===== src/hw/rtl/tdpt_pkg.sv =====
// Shared types for the trial division prime test.
// Holds the controller state encoding and the divider status bundle.
// No dependencies.
`timescale 1ns / 1ps

package tdpt_pkg;

  typedef enum logic [1:0] {
    S_IDLE,
    S_DIVIDE,
    S_FINISH
  } tdpt_state_t;

  typedef struct packed {
    logic busy;
    logic done;
  } tdpt_div_status_t;

endpackage


===== src/hw/rtl/tdpt_div_serial.sv =====
// Bit-serial restoring divider: one quotient bit per cycle.
// The dividend shifts out MSB first while quotient bits shift in.
// Depends on tdpt_pkg for the status bundle.
`timescale 1ns / 1ps

module tdpt_div_serial #(
  parameter int WIDTH = 31
) (
  input  logic                      clk,
  input  logic                      rst,
  input  logic                      start,
  input  logic [WIDTH-1:0]          dividend,
  input  logic [WIDTH-1:0]          divisor,
  output tdpt_pkg::tdpt_div_status_t status,
  output logic [WIDTH-1:0]          quotient,
  output logic [WIDTH-1:0]          remainder
);
  import tdpt_pkg::*;

  localparam int CNT_BITS = (WIDTH > 1) ? $clog2(WIDTH) : 1;

  logic                busy;
  logic                done;
  logic [CNT_BITS-1:0] cnt;
  logic [WIDTH-1:0]    shreg;
  logic [WIDTH-1:0]    rem;
  logic [WIDTH-1:0]    quo;

  logic [WIDTH:0]      partial;
  logic [WIDTH:0]      diff;
  logic                ge;
  logic [WIDTH-1:0]    rem_next;

  // The divisor must stay stable while busy; the controller holds it.
  always_comb begin
    partial  = {rem, shreg[WIDTH-1]};
    ge       = (partial >= {1'b0, divisor});
    diff     = partial - {1'b0, divisor};
    rem_next = ge ? diff[WIDTH-1:0] : partial[WIDTH-1:0];
  end

  always_ff @(posedge clk) begin
    if (rst) begin
      busy <= 1'b0;
      done <= 1'b0;
      cnt  <= '0;
    end else begin
      done <= 1'b0;
      if (start) begin
        busy <= 1'b1;
        cnt  <= CNT_BITS'(WIDTH - 1);
      end else if (busy) begin
        cnt <= cnt - CNT_BITS'(1);
        if (cnt == '0) begin
          busy <= 1'b0;
          done <= 1'b1;
        end
      end
    end
  end

  always_ff @(posedge clk) begin
    if (start) begin
      shreg <= dividend;
      rem   <= '0;
      quo   <= '0;
    end else if (busy) begin
      shreg <= {shreg[WIDTH-2:0], 1'b0};
      rem   <= rem_next;
      quo   <= {quo[WIDTH-2:0], ge};
    end
  end

  assign status.busy = busy;
  assign status.done = done;
  assign quotient    = quo;
  assign remainder   = rem;

endmodule


===== config.mk =====
export PLATFORM = sky130hd
export DESIGN_NAME = tdpt_div_serial
export DESIGN_NICKNAME = d
export VERILOG_FILES = /design/src/hw/rtl/tdpt_pkg.sv /design/src/hw/rtl/tdpt_div_serial.sv
export SDC_FILE = /design/constraint.sdc
export NUM_CORES = 1
export LEC_CHECK = 0
export BUFFER_PORTS_ARGS = -buffer_cell sky130_fd_sc_hd__buf_2
export CORE_MARGIN = 4
export CORE_UTILIZATION = 40
export CTS_CLUSTER_DIAMETER = 40
export DETAILED_ROUTE_END_ITERATION = 6
export GPL_TIMING_DRIVEN = 0
export HOLD_SLACK_MARGIN = 0.06
export PLACE_DENSITY_LB_ADDON = 0.05
export REMOVE_ABC_BUFFERS = 1
export SETUP_SLACK_MARGIN = 0.4
export SLEW_MARGIN = 20
export SYNTH_ARGS = -nofsm -noshare
export SYNTH_HDL_FRONTEND = slang
export SYNTH_SLANG_ARGS = --single-unit
export TNS_END_PERCENT = 10

===== constraint.sdc =====
create_clock -name clk -period 3.4 [get_ports clk]
set_clock_uncertainty 0.15 [all_clocks]
set_input_delay 0.17 -clock clk [delete_from_list [all_inputs] [get_ports clk]]
set_output_delay 0.17 -clock clk [all_outputs]
set_load 0.1 [all_outputs]

==> results of run 1 <==
stage by stage:
stage	setup TNS (ns)	total power [mW]
2_1_floorplan	-59.16	2.17
3_3_place_gp	-107.07	2.38
3_5_place_dp	-0.275	2.40
4_1_cts	0	3.50
5_1_grt	0	3.78
6_report	0	3.59
logic make-up after synthesis:
family,after synthesis,share of synthesized area
simple gates,200,0.152
compound gates,140,0.159
mux,71,0.126
fa+ha+maj,34,0.0729
xor+xnor,28,0.0413
buf+inv,82,0.0592
flops,100,0.389
flip-flops by register name, summed over array words and instances, names as in the netlist:
register and flops:
cnt 5, shreg 31, done 1, busy 1, quotient 31, remainder 31
where the power goes:
part / internal [mW] / switching, mW / total [mW]
sequential: 1.32 / 0.0686 / 1.39
clock: 0.517 / 0.524 / 1.04
combinational: 0.439 / 0.720 / 1.16
total: 2.27 / 1.31 / 3.59
repair_timing:
item | CTS | global route
hold endpoints to repair | 38 | 0
gates cloned | 0 | 1
buffers inserted | 3 | 5
gates resized for setup | 9 | 74
endpoints found under the setup margin | 31 | 30
hold buffers | 32 | 0
pin swaps | 0 | 13
worst max path at each step:
stage / from / end / slack [ns] / cells past startpoint
floorplan: busy$_SDFF_PP0_ / shreg[0]$_SDFFCE_PN0P_ / -1.28 / 2
global placement: busy$_SDFF_PP0_ / shreg[3]$_DFFE_PP_ / -2.23 / 2
detailed placement: shreg[30]$_DFFE_PP_ / remainder[29]$_SDFFE_PP0P_ / -0.23 / 12
CTS: shreg[30]$_DFFE_PP_ / remainder[29]$_SDFFE_PP0P_ / 0.32 / 12
global route: remainder[0]$_SDFFE_PP0P_ / remainder[29]$_SDFFE_PP0P_ / 0.30 / 10
finish: shreg[30]$_DFFE_PP_ / remainder[30]$_SDFFE_PP0P_ / 0.52 / 12
routing by layer:
metal | global-route usage | part of all wire
met5 | 0 | 0
met4 | 0.0489 | 0.014
met3 | 0.0483 | 0.055
met2 | 0.305 | 0.49
met1 | 0.224 | 0.44
synth_stat cells (all sizes together) (4+ instances only):
| cell | number |
|---|---|
| nand2 | 56 |
| o211ai | 6 |
| clkbuf | 18 |
| a311oi | 15 |
| buf | 22 |
| edfxtp | 31 |
| o21ai | 22 |
| a21oi | 38 |
| nor2 | 87 |
| ha | 33 |
| o22ai | 4 |
| nand4 | 8 |
| mux2i | 40 |
| a21o | 15 |
| nor3 | 9 |
| inv | 42 |
| mux2 | 31 |
| dfxtp | 69 |
| xor2 | 14 |
| nor2b | 5 |
| o21a | 7 |
| nand2b | 12 |
| a211oi | 10 |
| o31ai | 4 |
| nand3 | 6 |
| xnor2 | 14 |
cell type report:
class | instances | area [um^2]
fillers | 1374 | 6750
clock buffers | 9 | 225
clock inverters | 7 | 68.8
inverters | 42 | 158
multi-input cells | 474 | 3680
repair buffers | 171 | 1100
flip-flops and latches | 100 | 2320
well taps | 184 | 230
cell usage in the layout (no fill, tap or decap), drive strengths merged, types with 5 or more instances in the layout:
master | Yosys | final
buf | 22 | 139
nor2 | 87 | 87
dfxtp | 69 | 69
nand2 | 56 | 57
inv | 42 | 45
mux2i | 40 | 40
a21oi | 38 | 38
ha | 33 | 33
dlygate4sd3 | 0 | 32
mux2 | 31 | 31
edfxtp | 31 | 31
o21ai | 22 | 22
a21o | 15 | 15
a311oi | 15 | 15
xor2 | 14 | 14
xnor2 | 14 | 14
nand2b | 12 | 12
a211oi | 10 | 10
clkbuf | 18 | 9
nor3 | 9 | 9
nand4 | 8 | 8
o21a | 7 | 7
o211ai | 6 | 6
nand3 | 6 | 6
nor2b | 5 | 5
==> flow_summary.toml, run 1 <==
[critical_path]
path_delay_family = "compound AO/OA/AOI/OAI gates"
rr_worst_depth = 12
path_class = "flop to flop"
crit_chain = "inv_1 -> ha_1 -> fa_2 -> nand2b_4 -> a21oi_4 -> o21ai_4 -> o21ai_4 -> a221oi_4 -> o31ai_2 -> o22ai_1 -> mux2_2 -> a311oi_2"
worstReg2RegEnd = "remainder[30]$_SDFFE_PP0P_"
path_buf_inv = 1
critPathCaptureType = "flop"
rr_startpoint = "shreg[30]$_DFFE_PP_"
critPathSlowestCell = "edfxtp_1"
critPathRequiredTime_ns = 3.52
arrival_ns = 3.00
cp-start-kind = "flop"
rrSetupSlack_ns = 0.52
cpMostUsedCell = "o21ai_4"
max_stage_delay_ns = 0.39
critical_path.max_fanout = 4

[clock_tree]
clockRootBuffer = "clkbuf_16"
clk_pin_slew_worst_paths_ns = 0.08
cts_max_path_buffers = 2
cts_tree = "built"
cts-htree-levels = 3
numCtsBuffers = 9
cts_sinks = 100
insertion_delay_ns = 0.36

[timing]
period_minus_slack_ns = 2.88
finalHoldViolations = 0
slew_headroom = 0.512
fmax_mhz = 347
maxSlewViolCount = 0
holdWs_ns = 0.126
rsz0062_at_grt = "yes"
tightestPinTransition_ns = 0.730
setup_viol = 0
setup_ws_ns = 0.518
finalCritPeriodShare = 0.848

[synth]
postSynthAreaPerCell_um2 = 9.07
synth_warnings = 0
ys_types = 59
synthesis.area_um2 = 5940
synth_top_cell_by_area = "dfxtp_1"
synthFlopType = "dfxtp_1"
synth_edf_count = 31
async_flop_share = 0
ys_ff_latch = 100
synth_top_area_frac = 0.233
ys_seq_area_frac = 0.389
postSynthCellCount = 655
ys_top_cells_by_area = "dfxtp_1 (23%), edfxtp_1 (16%), ha_1 (7.0%)"

[die]
dieArea_um2 = 16900
die_x_um = 130
die_y_um = 130
row_count = 44
start_util = 0.409
ios = 129
core_area_um2 = 14500

[placement]
postPlaceCellArea_um2 = 6700
pre_cts_ws_ns = -0.235
io_buffers = 128
dp.cells = 930
place_congestion = 0.839
hpwl_um = 10300

[power]
p_per_area_nw_per_um2 = 461
leakage_nw = 3.39
ir_drop_v = 0.000373

[global_routing]
antenna_found_initial = 0
grt_pass1_wl_um = 24500
overflow = 0
grt_pass1_vias = 5120
grt_usage = 0.179
grt_start_max_net_pins = 55

[job]
maxCapViolations = 0

[route]
routed_wl_um = 15400
drtIter0Drc = 327
dr_total_vias = 5162
via_per_inst = 5.23
dr.pass1.iters = 4
ant_nets = 0
wl_per_cell_um = 15.6
drc_errors = 0

[finish]
area_growth_pct = 31.1
fin_area_um2 = 7780
drive_above_1_share = 0.315
final_util = 0.536
diodes = 0
nets = 897
fin_cells = 987

[hold_path]
hold_end = "quotient[16]$_SDFFE_PP0P_"
holdCritStartpoint = "start"
hp-class = "input port to flop"
whs_path_depth = 2

[outcome]
status = "complete, no violations"
Note: power is estimated with default switching activity, not from simulation.
==> inputs of run 2 (changes only) <==
ABC_AREA = 1   (was default)
clock period = 2.5 ns   (was 3.4 ns; I/O delays follow)
==> run 2 against run 1 <==
Net effect:
- via count up 28%
- clock-buffer cell count unchanged
- synthesized area grew 11%
- setup slack got worse by 0.28 ns
- die area is 10% higher
- global-route usage grew 2.8 points
- power is 4.3% higher
- critical endpoint is now remainder[26]$_SDFFE_PP0P_
==> flow_summary.toml, run 2 <==
[synth]
synth_top_area_frac = 0.252
ys_top_cells_by_area = "nand2_1 (25%), dfxtp_1 (21%), edfxtp_1 (14%)"
synthFlopType = "dfxtp_1"
ys_seq_area_frac = 0.350
synth_most_common_cell = "nand2_1"
synthesis.area_um2 = 6600
synth_warnings = 0
async_flop_share = 0
postSynthAreaPerCell_um2 = 6.37
ys_ff_latch = 100
synth_top_cell_by_area = "nand2_1"
synth_edf_count = 31
synth_commonest_cells = "nand2_1 (444), inv_1 (195), dfxtp_1 (69), nand3_1 (69), nor2_1 (46)"
ys_types = 38
postSynthCellCount = 1036

[finish]
final_util = 0.540
drive_above_1_share = 0.200
regArea_um2 = 2320
nets = 1301
layout_commonest_cell = "nand2_1"
fillers = 1680
fin_area_um2 = 8630
multiInputGateArea_um2 = 3830
diodes = 0
area_growth_pct = 30.8
layout_common_cells = "nand2_1 (434), inv_1 (192), buf_2 (128)"
fin_cells = 1423

[hold_path]
holdCritStartpoint = "divisor[0]"
hp-class = "input port to flop"

[clock_tree]
clk_pin_slew_worst_paths_ns = 0.08
cts_tree = "built"
cts_max_path_buffers = 2
insertion_delay_ns = 0.36
cts-htree-levels = 3
cts_sinks = 100
numCtsBuffers = 9
clockRootBuffer = "clkbuf_16"

[die]
die_x_um = 136
dieArea_um2 = 18600
core_area_um2 = 16000
start_util = 0.413
row_count = 46
die_y_um = 136
ios = 129

[global_routing]
antenna_found_initial = 2
overflow = 0
grt_pass1_vias = 6232
grt_pass1_wl_um = 30700
met3_usage = 0.0459
use_met2 = 0.345
grt_start_max_net_pins = 64
busiest_layer = "met2"
grt_usage = 0.207
grtUsageMet1 = 0.274

[route]
routed_wl_um = 19000
ant_nets = 0
dr_total_vias = 6601
drc_errors = 0
dr.pass1.iters = 5
wl_per_cell_um = 13.4
via_per_inst = 4.64
drtIter0Drc = 295

[placement]
pre_cts_ws_ns = -0.582
io_buffers = 128
dp.cells = 1354
place_congestion = 0.857
hpwl_um = 13200
postPlaceCellArea_um2 = 7440

[critical_path]
cp-startpoint = "shreg[30]$_DFFE_PP_"
path_class = "flop to flop"
critPathCaptureType = "flop"
rr_startpoint = "shreg[30]$_DFFE_PP_"
arrival_ns = 2.37
critical_path.max_fanout = 8
critPathRequiredTime_ns = 2.61
cp-start-kind = "flop"

[timing]
setup_ws_ns = 0.240
holdWs_ns = 0.121
period_minus_slack_ns = 2.26
rsz0062_at_grt = "yes"
tightestPinTransition_ns = 0.950
maxSlewViolCount = 0
fin_tns_setup_ns = 0
finalHoldViolations = 0
setup_viol = 0
fmax_mhz = 442
finalCritPeriodShare = 0.904
slew_headroom = 0.366

[power]
ir_drop_v = 0.000346
leakage_nw = 4.75
power_mw = 3.74
p_per_area_nw_per_um2 = 433

[job]
maxCapViolations = 0

[outcome]
status = "complete, no violations"
## run 2: cells by family after synthesis
| kind of cell | after synthesis | synth area share |
|---|---|---|
| buffers and inverters | 227 | 0.135 |
| AO/OA/AOI/OAI | 62 | 0.0559 |
| XOR/XNOR | 13 | 0.0172 |
| adder cells (fa/ha/maj) | 34 | 0.0656 |
| flip-flops | 100 | 0.350 |
| AND/OR/NAND/NOR | 600 | 0.376 |
## run 2: area by class of cell
class,instances,share of cell area
Multi-Input combinational cell,714,0.444
Clock inverter,7,0.00782
Inverter,199,0.0868
Clock buffer,9,0.0261
Sequential cell,100,0.269
Timing Repair Buffer,178,0.135
Tap cell,216,0.0313
## run 2: what timing repair did
item / 4_1_cts / 5_1_grt
setup buffers: 12 / 4
gates resized for setup: 35 / 36
cloned: 4 / 1
hold buffers: 32 / 0
endpoints found under the hold margin: 38 / 0
endpoints found under the setup margin: 62 / 62
pin swaps: 9 / 16
## run 2: report_power, final
group	leakage [nW]	switching, mW	total (mW)	internal [mW]
clock	0.146	0.739	1.45	0.707
sequential	0.878	0.0236	1.77	1.75
combinational	3.72	0.315	0.522	0.207
total	4.75	1.08	3.74	2.66
## run 2: worst paths after layout
kind	to	slack (ns)	depth (start not counted)
min	remainder[0]$_SDFFE_PP0P_	0.12	7
max	remainder[26]$_SDFFE_PP0P_	0.24	15
max reg2reg	remainder[26]$_SDFFE_PP0P_	0.24	15
min reg2reg	quotient[30]$_SDFFE_PP0P_	0.32	2
## run 2: layer usage
layer  up-vias  part of all wire
met2       142              0.46
met4         4             0.010
met1      2932              0.47
met3        18             0.057
li1       3505                 -
met5         -            0.0011
## run 2: worst max-delay path, stage by stage (launching register included)
cell and delay (ns):
edfxtp_1 0.38, inv_2 0.06, ha_4 0.16, fa_2 0.34, inv_2 0.07, nand2_1 0.04
nand2_1 0.08, nand3_2 0.06, nand2_2 0.10, nand2_4 0.07, nand3_4 0.11, nand2_8 0.14
nand2_8 0.16, nand3_1 0.11, nand2_1 0.07, nand2_1 0.04
